===== config.mk =====
export PLATFORM = sky130hd
export DESIGN_NAME = aabb_unit_block_contact_unit
export DESIGN_NICKNAME = d
export VERILOG_FILES = /design/src/design/aabbc_pkg.sv /design/src/design/aabbc_axis.sv /design/src/design/aabbc_select.sv /design/src/design/aabb_unit_block_contact_unit.sv
export VERILOG_INCLUDE_DIRS = /design/src /design/src/design
export SDC_FILE = /design/constraint.sdc
export NUM_CORES = 2
export LEC_CHECK = 0
export BUFFER_PORTS_ARGS = -buffer_cell sky130_fd_sc_hd__clkbuf_2
export CELL_PAD_IN_SITES_DETAIL_PLACEMENT = 1
export CELL_PAD_IN_SITES_GLOBAL_PLACEMENT = 2
export CORE_MARGIN = 4
export CORE_UTILIZATION = 39
export DETAILED_ROUTE_END_ITERATION = 8
export PLACE_DENSITY_LB_ADDON = 0.1
export SETUP_SLACK_MARGIN = 0.3
export SYNTH_ARGS = -nofsm -noshare
export SYNTH_HDL_FRONTEND = slang
export SYNTH_HIERARCHICAL = 1
export SYNTH_SLANG_ARGS = --single-unit

===== constraint.sdc =====
create_clock -name clock -period 13.4 [get_ports clock]
set_clock_uncertainty 0.2 [all_clocks]
set_input_delay 4.02 -clock clock [delete_from_list [all_inputs] [get_ports clock]]
set_output_delay 4.02 -clock clock [all_outputs]
set_load 0.01 [all_outputs]

===== src/design/aabb_unit_block_contact_unit_defines.svh =====
// Assertion macros for the block contact unit.
// Each macro takes a label, the clock, the reset and the two sides of an implication.
`ifndef AABB_UNIT_BLOCK_CONTACT_UNIT_DEFINES_SVH
`define AABB_UNIT_BLOCK_CONTACT_UNIT_DEFINES_SVH

`ifndef SYNTHESIS

// Same-cycle implication
`define AABBC_ASSERT_IMPLY(label, clk, rst, lhs, rhs) \
   label: assert property (@(posedge clk) disable iff (rst) (lhs) |-> (rhs)) \
      else $error("aabbc assertion failed");

// Next-cycle implication
`define AABBC_ASSERT_NEXT(label, clk, rst, lhs, rhs) \
   label: assert property (@(posedge clk) disable iff (rst) (lhs) |=> (rhs)) \
      else $error("aabbc assertion failed");

`else

`define AABBC_ASSERT_IMPLY(label, clk, rst, lhs, rhs)
`define AABBC_ASSERT_NEXT(label, clk, rst, lhs, rhs)

`endif

`endif


===== src/design/aabbc_pkg.sv =====
package aabbc_pkg;

   localparam int MAX_FRAC_BITS = 16;
   localparam int DEF_FRAC_BITS = 8;

   localparam int CUBE_W   = 16;
   localparam int POS_W    = 24;
   localparam int EXT_W    = 16;
   localparam int DEPTH_W  = 16;
   localparam int CSR_IDX_W = 2;

   // Wide enough for a cube corner scaled by the largest fraction width,
   // plus its far face, plus one difference.
   localparam int CALC_W = CUBE_W + MAX_FRAC_BITS + 4;

   typedef logic signed [CALC_W-1:0] calc_type;
   typedef logic signed [POS_W-1:0]  pos_type;

   localparam calc_type CONTACT_MAX = calc_type'(8388607);
   localparam calc_type CONTACT_MIN = -calc_type'(8388608);
   localparam calc_type DEPTH_MAX   = calc_type'(65535);

   localparam logic [EXT_W-1:0] HALF_SPAN_RESET   = 16'd77;
   localparam logic [EXT_W-1:0] BODY_HEIGHT_RESET = 16'd461;

   localparam logic [CSR_IDX_W-1:0] CSR_HALF_SPAN   = 2'd0;
   localparam logic [CSR_IDX_W-1:0] CSR_BODY_HEIGHT = 2'd1;

   typedef enum logic [1:0] {
      AXIS_X = 2'd0,
      AXIS_Y = 2'd1,
      AXIS_Z = 2'd2
   } axis_type;

   typedef struct packed {
      logic     hit;
      logic     neg;
      calc_type overlap;
      calc_type correction;
      pos_type  contact;
   } axis_result_type;

   typedef struct packed {
      axis_type             axis;
      logic                 neg;
      pos_type              contact_x;
      pos_type              contact_y;
      pos_type              contact_z;
      logic [DEPTH_W-1:0]   depth;
   } contact_type;

endpackage


===== src/design/aabbc_axis.sv =====
module aabbc_axis #(
   parameter int FRAC_BITS = aabbc_pkg::DEF_FRAC_BITS
) (
   input  logic signed [aabbc_pkg::CUBE_W-1:0] cube_pos,
   input  logic signed [aabbc_pkg::POS_W-1:0]  body_pos,
   input  logic [aabbc_pkg::EXT_W-1:0]         ext_below,
   input  logic [aabbc_pkg::EXT_W-1:0]         ext_above,
   output aabbc_pkg::axis_result_type          result
);

   aabbc_pkg::calc_type one_unit;
   aabbc_pkg::calc_type cube_min;
   aabbc_pkg::calc_type cube_max;
   aabbc_pkg::calc_type body_ctr;
   aabbc_pkg::calc_type body_min;
   aabbc_pkg::calc_type body_max;
   aabbc_pkg::calc_type near_max;
   aabbc_pkg::calc_type far_min;
   aabbc_pkg::calc_type pos_push;
   aabbc_pkg::calc_type neg_push;
   aabbc_pkg::calc_type clamped;

   assign one_unit = aabbc_pkg::calc_type'(1) <<< FRAC_BITS;
   assign cube_min = aabbc_pkg::calc_type'(cube_pos) <<< FRAC_BITS;
   assign cube_max = cube_min + one_unit;
   assign body_ctr = aabbc_pkg::calc_type'(body_pos);
   assign body_min = body_ctr - aabbc_pkg::calc_type'(ext_below);
   assign body_max = body_ctr + aabbc_pkg::calc_type'(ext_above);

   assign near_max = (body_max < cube_max) ? body_max : cube_max;
   assign far_min  = (body_min > cube_min) ? body_min : cube_min;

   assign pos_push = cube_max - body_min;
   assign neg_push = body_max - cube_min;

   // clamp body into the cube, then saturate to the contact range
   always_comb begin
      if (body_ctr < cube_min) begin
         clamped = cube_min;
      end else if (body_ctr > cube_max) begin
         clamped = cube_max;
      end else begin
         clamped = body_ctr;
      end
   end

   always_comb begin
      result.overlap    = near_max - far_min;
      result.hit        = (near_max > far_min);
      result.neg        = !(pos_push < neg_push);
      result.correction = (pos_push < neg_push) ? pos_push : neg_push;
      if (clamped > aabbc_pkg::CONTACT_MAX) begin
         result.contact = aabbc_pkg::CONTACT_MAX[aabbc_pkg::POS_W-1:0];
      end else if (clamped < aabbc_pkg::CONTACT_MIN) begin
         result.contact = aabbc_pkg::CONTACT_MIN[aabbc_pkg::POS_W-1:0];
      end else begin
         result.contact = clamped[aabbc_pkg::POS_W-1:0];
      end
   end

endmodule


===== src/design/aabbc_select.sv =====
module aabbc_select (
   input  aabbc_pkg::axis_result_type res_x,
   input  aabbc_pkg::axis_result_type res_y,
   input  aabbc_pkg::axis_result_type res_z,
   output logic                       hit,
   output aabbc_pkg::contact_type     contact
);

   aabbc_pkg::calc_type min_xy;
   aabbc_pkg::calc_type min_ov;

   assign hit = res_x.hit && res_y.hit && res_z.hit;

   assign min_xy = (res_x.overlap < res_y.overlap) ? res_x.overlap : res_y.overlap;
   assign min_ov = (res_z.overlap < min_xy) ? res_z.overlap : min_xy;

   always_comb begin
      // smallest correction wins; ties go to z, then x, then y
      if (res_z.correction <= res_x.correction &&
          res_z.correction <= res_y.correction) begin
         contact.axis = aabbc_pkg::AXIS_Z;
         contact.neg  = res_z.neg;
      end else if (res_x.correction <= res_z.correction &&
                   res_x.correction <= res_y.correction) begin
         contact.axis = aabbc_pkg::AXIS_X;
         contact.neg  = res_x.neg;
      end else begin
         contact.axis = aabbc_pkg::AXIS_Y;
         contact.neg  = res_y.neg;
      end
      contact.contact_x = res_x.contact;
      contact.contact_y = res_y.contact;
      contact.contact_z = res_z.contact;
      if (min_ov > aabbc_pkg::DEPTH_MAX) begin
         contact.depth = aabbc_pkg::DEPTH_MAX[aabbc_pkg::DEPTH_W-1:0];
      end else begin
         contact.depth = min_ov[aabbc_pkg::DEPTH_W-1:0];
      end
   end

endmodule


===== src/design/aabb_unit_block_contact_unit.sv =====
// An item taken into the input register strobes its result, if any, out of the result register.
// Throughput: one item per cycle; busy is low whenever reset is low.
// The contact math for an item sits between the input register and the result register.
// Reset (synchronous, active high) drops in-flight items and reloads half_span and
// body_height to their defaults; results are strobed for one cycle and cannot be held off.
`include "aabb_unit_block_contact_unit_defines.svh"

module aabb_unit_block_contact_unit #(
   parameter int FRAC_BITS = aabbc_pkg::DEF_FRAC_BITS
) (
   input  logic                                   clock,
   input  logic                                   reset,

   // item input
   input  logic                                   start,
   output logic                                   busy,
   input  logic signed [aabbc_pkg::CUBE_W-1:0]    req_cube_x,
   input  logic signed [aabbc_pkg::CUBE_W-1:0]    req_cube_y,
   input  logic signed [aabbc_pkg::CUBE_W-1:0]    req_cube_z,
   input  logic signed [aabbc_pkg::POS_W-1:0]     req_body_x,
   input  logic signed [aabbc_pkg::POS_W-1:0]     req_body_y,
   input  logic signed [aabbc_pkg::POS_W-1:0]     req_body_z,

   // result output
   output logic                                   rsp_strobe,
   output logic [1:0]                             rsp_push_axis,
   output logic                                   rsp_push_negative,
   output logic signed [aabbc_pkg::POS_W-1:0]     rsp_contact_x,
   output logic signed [aabbc_pkg::POS_W-1:0]     rsp_contact_y,
   output logic signed [aabbc_pkg::POS_W-1:0]     rsp_contact_z,
   output logic [aabbc_pkg::DEPTH_W-1:0]          rsp_depth,

   // configuration writes
   input  logic                                   csr_wr_en,
   input  logic [aabbc_pkg::CSR_IDX_W-1:0]        csr_index,
   input  logic [aabbc_pkg::EXT_W-1:0]            csr_wdata
);

   // ------------------------------------------------------------------
   // Configuration registers
   // ------------------------------------------------------------------
   logic [aabbc_pkg::EXT_W-1:0] half_span_ff,   half_span_in;
   logic [aabbc_pkg::EXT_W-1:0] body_height_ff, body_height_in;

   always_comb begin
      half_span_in   = half_span_ff;
      body_height_in = body_height_ff;
      if (csr_wr_en) begin
         unique case (csr_index)
            aabbc_pkg::CSR_HALF_SPAN:   half_span_in   = csr_wdata;
            aabbc_pkg::CSR_BODY_HEIGHT: body_height_in = csr_wdata;
            default: ;  // unused index: drop the write
         endcase
      end
   end

   always_ff @(posedge clock) begin
      if (reset) begin
         half_span_ff   <= aabbc_pkg::HALF_SPAN_RESET;
         body_height_ff <= aabbc_pkg::BODY_HEIGHT_RESET;
      end else begin
         half_span_ff   <= half_span_in;
         body_height_ff <= body_height_in;
      end
   end

   // ------------------------------------------------------------------
   // Input register: capture every accepted item, no back pressure
   // ------------------------------------------------------------------
   logic accept;
   logic in_valid_ff, in_valid_in;
   logic signed [aabbc_pkg::CUBE_W-1:0] cube_x_ff, cube_y_ff, cube_z_ff;
   logic signed [aabbc_pkg::POS_W-1:0]  body_x_ff, body_y_ff, body_z_ff;

   // The pipeline never stalls; only reset keeps items out.
   assign busy        = reset;
   assign accept      = start && !busy;
   assign in_valid_in = accept;

   always_ff @(posedge clock) begin
      if (reset) begin
         in_valid_ff <= 1'b0;
      end else begin
         in_valid_ff <= in_valid_in;
      end
   end

   // payload needs no reset; hold it when nothing arrives
   always_ff @(posedge clock) begin
      if (accept) begin
         cube_x_ff <= req_cube_x;
         cube_y_ff <= req_cube_y;
         cube_z_ff <= req_cube_z;
         body_x_ff <= req_body_x;
         body_y_ff <= req_body_y;
         body_z_ff <= req_body_z;
      end
   end

   // ------------------------------------------------------------------
   // Per-axis overlap, push-out correction and clamped contact
   // x and z extend by half_span each way; y hangs body_height below the top.
   // ------------------------------------------------------------------
   aabbc_pkg::axis_result_type res_x, res_y, res_z;

   aabbc_axis #(.FRAC_BITS(FRAC_BITS)) u_axis_x (
      .cube_pos  (cube_x_ff),
      .body_pos  (body_x_ff),
      .ext_below (half_span_ff),
      .ext_above (half_span_ff),
      .result    (res_x)
   );

   aabbc_axis #(.FRAC_BITS(FRAC_BITS)) u_axis_y (
      .cube_pos  (cube_y_ff),
      .body_pos  (body_y_ff),
      .ext_below (body_height_ff),
      .ext_above ('0),
      .result    (res_y)
   );

   aabbc_axis #(.FRAC_BITS(FRAC_BITS)) u_axis_z (
      .cube_pos  (cube_z_ff),
      .body_pos  (body_z_ff),
      .ext_below (half_span_ff),
      .ext_above (half_span_ff),
      .result    (res_z)
   );

   // ------------------------------------------------------------------
   // Pick the push axis and the depth
   // ------------------------------------------------------------------
   logic                   hit;
   aabbc_pkg::contact_type contact;

   aabbc_select u_select (
      .res_x   (res_x),
      .res_y   (res_y),
      .res_z   (res_z),
      .hit     (hit),
      .contact (contact)
   );

   // ------------------------------------------------------------------
   // Result register: strobe for one cycle only when all three axes overlap
   // ------------------------------------------------------------------
   logic                   out_valid_ff, out_valid_in;
   aabbc_pkg::contact_type result_ff;

   assign out_valid_in = in_valid_ff && hit;

   always_ff @(posedge clock) begin
      if (reset) begin
         out_valid_ff <= 1'b0;
      end else begin
         out_valid_ff <= out_valid_in;
      end
   end

   always_ff @(posedge clock) begin
      if (out_valid_in) begin
         result_ff <= contact;
      end
   end

   assign rsp_strobe        = out_valid_ff;
   assign rsp_push_axis     = result_ff.axis;
   assign rsp_push_negative = result_ff.neg;
   assign rsp_contact_x     = result_ff.contact_x;
   assign rsp_contact_y     = result_ff.contact_y;
   assign rsp_contact_z     = result_ff.contact_z;
   assign rsp_depth         = result_ff.depth;

   // ------------------------------------------------------------------
   // Assertions
   // ------------------------------------------------------------------
   `AABBC_ASSERT_NEXT(a_accept_loads, clock, reset, accept, in_valid_ff)
   `AABBC_ASSERT_NEXT(a_no_item_no_result, clock, reset, !in_valid_ff, !rsp_strobe)
   `AABBC_ASSERT_IMPLY(a_depth_positive, clock, reset, rsp_strobe, rsp_depth != '0)

endmodule

# Word-level counts from Yosys, hierarchy flattened
# Cells that the tools add are included.
# word_totals
wordCells	100
inputBits	142
output_inout_bits	93
register_bits	245
# classes
n_eq_ne	1
n_reduce_logical	13
magnitude_cmp	31
add_sub_neg	17
n_mux	22
# op_table
op	count
$mux 36	17
$lt 36x36->1	5
$le 36x36->1	4
$gt 36x24->1 const B	3
$gt 36x36->1	3
$lt 36x24->1 const B	3
$sub 36x36->36	3
$sub 25x25->26	3
$add 24x10->25 const B	3
$gt 24x25->1	3
$gt 25x24->1	3
$sub 24x17->25	3
$lt 24x24->1	3
$mux 24	3
$sub 25x24->26	2
$add 24x17->25	2
$lt 25x25->1	2
$gt 36x17->1 const B	1
$lt 24x25->1	1
$sub 24x24->25	1
$logic_and 1x1->1	6
$logic_not 1->1	4
$reduce_and 2->1	2
$eq 2x1->1 const B	1
other kinds (3)	3

# Logic depth before layout (Yosys ltp)
# depth
word_depth	9
mapped_depth	59

# Cells and area by module
# Netlist, hierarchy kept.
# modules_own_cells
mod	n_inst	area_each_um2	seq_area_each_um2	cells_per_inst
aabbc_axis (u_axis_x)	1	8718.4	0.0	1238
aabbc_axis (u_axis_y)	1	8692.1	0.0	1211
aabbc_axis (u_axis_z)	1	8510.7	0.0	1191
aabb_unit_block_contact_unit	1	7732.4	7016.7	347
aabbc_select	1	5856.9	0.0	786

# Worst setup path before layout
# No wires, ideal clock.
# synth_timing
path_kind	flip-flop to flip-flop
start	register body_y_ff[0] in the netlist's numbering
end	register result_ff (netlist bit rsp_depth[10]), data pin
t_arrival_ns	10.928
path_slack_ns	2.003
t_required_ns	12.930
stages_incl_launch_ff	57
path_buffers	6
synth_period_minus_slack_ns	11.397
path_cell_list	edfxtp_1 inv_1 ha_1 inv_1 fa_1 a211oi_2 o21ai_1 a21oi_1 o31ai_1 a221o_1 a21oi_2 nand2_1 nor3_2 xor2_1 ha_1 nand4_1 nor3_1 a2111oi_0 [21 not listed] xnor2_1 buf_2 buf_2 clkbuf_1 nor2_1 a21oi_1 ha_1 a21o_1 a21o_1 a21oi_1 o211a_1 a211oi_1 nor3_1 xor2_1 or3_1 buf_6 buf_12 a31oi_2
# synth_rtl
element	line_no	text
from (decl)	aabb_unit_block_contact_unit.sv:73	logic signed [aabbc_pkg::POS_W-1:0] body_x_ff, body_y_ff, body_z_ff;
from (signal assigned)	aabb_unit_block_contact_unit.sv:95	body_y_ff <= req_body_y;
to (signal assigned)	aabb_unit_block_contact_unit.sv:162	result_ff <= contact;
to (decl)	aabb_unit_block_contact_unit.sv:148	aabbc_pkg::contact_type result_ff;

==> results.md <==
* Status: finished, final reports clean
* Via density at approximately 5.7
* Clock power frac at 0.091
* Hold Violations, Final at 0
* Psw at approximately 4700 µW
* Setup CP Type: reg -> reg
* WP data arrival at 12.66 ns
* Antenna viol nets, final at 0
* DP HPWL at around 130 mm
* Synth Flop Type: edfxtp_1
* Fin cells at ~6300
* Die Y at ~330 µm
* Placed cells at around 6200
* # rows at about 120
* Pre-antenna DRT Iters at 5
* GRT overflow at 0
* Crit-path most repeated cell: ha_1
* Via count of the first global-routing pass at 36800
* DRC errors left at 0
* Met2 Usage GRT at 0.489
* CTS Buf Count at 30
* Hold slack at 0.281 ns
* IO Port Bufs at 234
* Post-layout util at 0.430
* Fmax at between 80 and 90 MHz
* Max-slew headroom at 0.186
* Antenna violations before repair at 3
* H-tree levels at 1
* Critical Path Start Type: register
* Layout cell share with drive strength beyond 1 at 0.116
* Internal Power at a little over 4000 µW
* Count of different cell masters after synthesis at around 120
* Final min period at ~12 ns
* Vias at approximately 36000
* Pin count of the biggest net entering global routing at 55
* IO Pins at roughly 240
* Max incr delay on CP at 0.62 ns
* Die area at between 0.1 and 0.15 mm²
* Final setup fails at 0
* Slowest cell on the critical path: or4b_2
* Number of max-slew violations in the final report at 0
* Unrepaired setup endpoints after global routing: false
* Routed length per instance at about 24 µm
* #FFs+latches synth at 245
* Leakage power at about 0.020 µW
* Clk buf depth at 3
* Area grow syn2layout at 9.22%
* Clock sinks at roughly 250
* CTS tree: yes
* Synth Cell Area at between 0.03 and 0.04 mm²
* Total routed wirelength at 152 mm
* Die width at around 330 µm
* Family with the most delay on the worst path: compound AO/OA/AOI/OAI gates
* Pwr Density at between 200 and 250 mW/mm²
* Worst path bufs/invs at 7
* Core area at around 0.1 mm²
* Syn avg cell area at 8.28 µm²
* Worst-skew pair later-pin latency at between 0.6 and 0.7 ns
* Sw frac at 0.534
* Fin nets at 5818
* Async SR Flop Fraction at 0
* Total power at around 9000 µW
* Combinational share of power at 0.794
* GRT busiest layer: met2
* Worst hold path class: reg -> reg
* Max-cap violation count at 0
* Clock transition at path regs at roughly 0.060 ns
* GP Congestion at slightly below 1
* Critical path endpoint category: register
* Syn. warnings at 6
* Final setup margin at around 0.9 ns
* Seq pwr share at 0.116
* Total Routing Usage GR at 0.274
* Post-synth EDFFs at about 210
* Register area share after synthesis at 0.178
* Dpl ws at -0.141 ns
* Detailed Route Iter0 Violations at approximately 1900
* First-pass GRT wire length at ~230 mm
* # hold bufs at CTS at 0
* Starting Density at 0.394
* Critical-path maximum fanout at 16
* Worst VDD drop at roughly 0.00018 V
* GR Util met3 at 0.0237
* Root buf cell: clkbuf_16
* Syn Inst Count at roughly 4800
* Worst-Margin Slew at 1.20 ns
* CP Data Required Time at between 10 and 15 ns
* GRT met1 Usage at 0.356
* Fin crit share at 0.932
sequential cells by signal, indices dropped and copies added (netlist names):
register / cells
body_height_ff: 16
body_x_ff: 24
body_y_ff: 24
body_z_ff: 24
cube_x_ff: 16
cube_y_ff: 16
cube_z_ff: 16
half_span_ff: 16
in_valid_ff: 1
rsp_contact_x: 24
rsp_contact_y: 24
rsp_contact_z: 24
rsp_depth: 16
rsp_push_axis: 2
rsp_push_negative: 1
rsp_strobe: 1
kinds of logic after synthesis:
group | synth area share
buf+inv | 0.0729
compound gates | 0.221
mux | 0.0413
flops | 0.178
other cells | 0.0000949
fa+ha+maj | 0.238
xor+xnor | 0.0754
simple gates | 0.173
tightest hold or removal path: stages (launching register included):
cell	delay (ns)
dfxtp_1	0.31
nand2b_1	0.06
mux2i_1	0.06
final cells by class:
type                            instances  area, µm²
Sequential cell                       245       7020
Multi-Input combinational cell       3904      30000
Antenna cell                            1       2.50
Clock inverter                         17        129
Fill cell                           12100      57100
Clock buffer                           39        821
Tap cell                             1357       1700
Timing Repair Buffer                  330       1930
Inverter                              420       1580
synthesized netlist by cell type (39+ instances only):
cell        n  share of area
nor3_1     73         0.0092
o21ai_0   221          0.028
inv_1     416          0.040
xnor2_1   207          0.046
xor2_1    122          0.027
nor2b_1    85          0.013
mux2i_1   117          0.030
nand2b_1  128          0.020
mux2_2     39          0.011
nand3_1    87          0.011
nand4_1    99          0.016
ha_1      733           0.23
clkbuf_1   87         0.0083
nor4_1     55         0.0087
o21a_1     70          0.013
a21o_1    228          0.043
o211ai_1   44         0.0084
edfxtp_1  211           0.16
nor2_1    308          0.029
and3_1     48         0.0076
nand2_1   307          0.029
a21oi_1   377          0.048
buf_4     106          0.020
a31oi_1    53         0.0084
repair_timing:
item                       CTS  global route
setup endpoints to repair   16            16
pin swaps                    1             7
buffers inserted             1             7
gates resized for setup      2            28
cloned                       0             1
per-layer routing:
metal | share of wire | wire length, µm
met5 | 0.00015 | 23
met2 | 0.49 | 73600
met4 | 0.030 | 4490
met1 | 0.45 | 69000
met3 | 0.030 | 4600
power groups by stage:
| stage | clock network (µW) | registers, µW | logic, µW |
|---|---|---|---|
| CTS | 829 | 1020 | 6760 |
| global route | 855 | 1020 | 7690 |
| detailed placement | 0 | 1030 | 6680 |
| global placement | 0 | 1030 | 6570 |
| finish | 797 | 1020 | 6970 |
| floorplan | 0 | 1010 | 4740 |
final timing paths:
check | startpoint | to | slack, ns | depth (start not counted)
max reg2reg | body_y_ff[0] | rsp_depth[11] | 0.91 | 52
min reg2reg | body_height_ff[13] | body_height_ff[13] | 0.28 | 2
min | body_height_ff[13] | body_height_ff[13] | 0.28 | 2
max | body_y_ff[0] | rsp_depth[11] | 0.91 | 52
layout by cell type, fill, tap and decap left out, types with 13 or more instances in the layout:
cell | synthesis | layout
ha_1 | 733 | 732
inv_1 | 416 | 416
a21oi_1 | 377 | 372
nor2_1 | 308 | 308
nand2_1 | 307 | 307
clkbuf_2 | 0 | 234
a21o_1 | 228 | 228
o21ai_0 | 221 | 221
edfxtp_1 | 211 | 211
xnor2_1 | 207 | 206
nand2b_1 | 128 | 128
xor2_1 | 122 | 119
mux2i_1 | 117 | 111
nand4_1 | 99 | 99
buf_4 | 106 | 93
nand3_1 | 87 | 87
nor2b_1 | 85 | 84
nor3_1 | 73 | 70
o21a_1 | 70 | 70
a31oi_1 | 53 | 52
and3_1 | 48 | 48
nor4_1 | 55 | 45
o211ai_1 | 44 | 44
mux2_2 | 39 | 39
dfxtp_1 | 34 | 34
a211oi_1 | 34 | 34
clkbuf_16 | 0 | 32
or3_1 | 26 | 25
o21bai_1 | 26 | 25
o31ai_1 | 26 | 23
o21ai_1 | 21 | 21
or2_2 | 21 | 21
and2_1 | 20 | 19
and4_1 | 18 | 18
a211o_1 | 17 | 17
conb_1 | 1 | 17
a21boi_0 | 16 | 16
nor4_2 | 5 | 15
a21oi_2 | 9 | 14
a31oi_2 | 12 | 13
stage by stage:
step,setup TNS [ns],instance area [µm²]
global placement,0,41900
finish,0,43200
floorplan,0,39600
global route,0,43100
CTS,0,42900
detailed placement,-1.86,41900
Note: power is estimated with default switching activity, not from simulation.
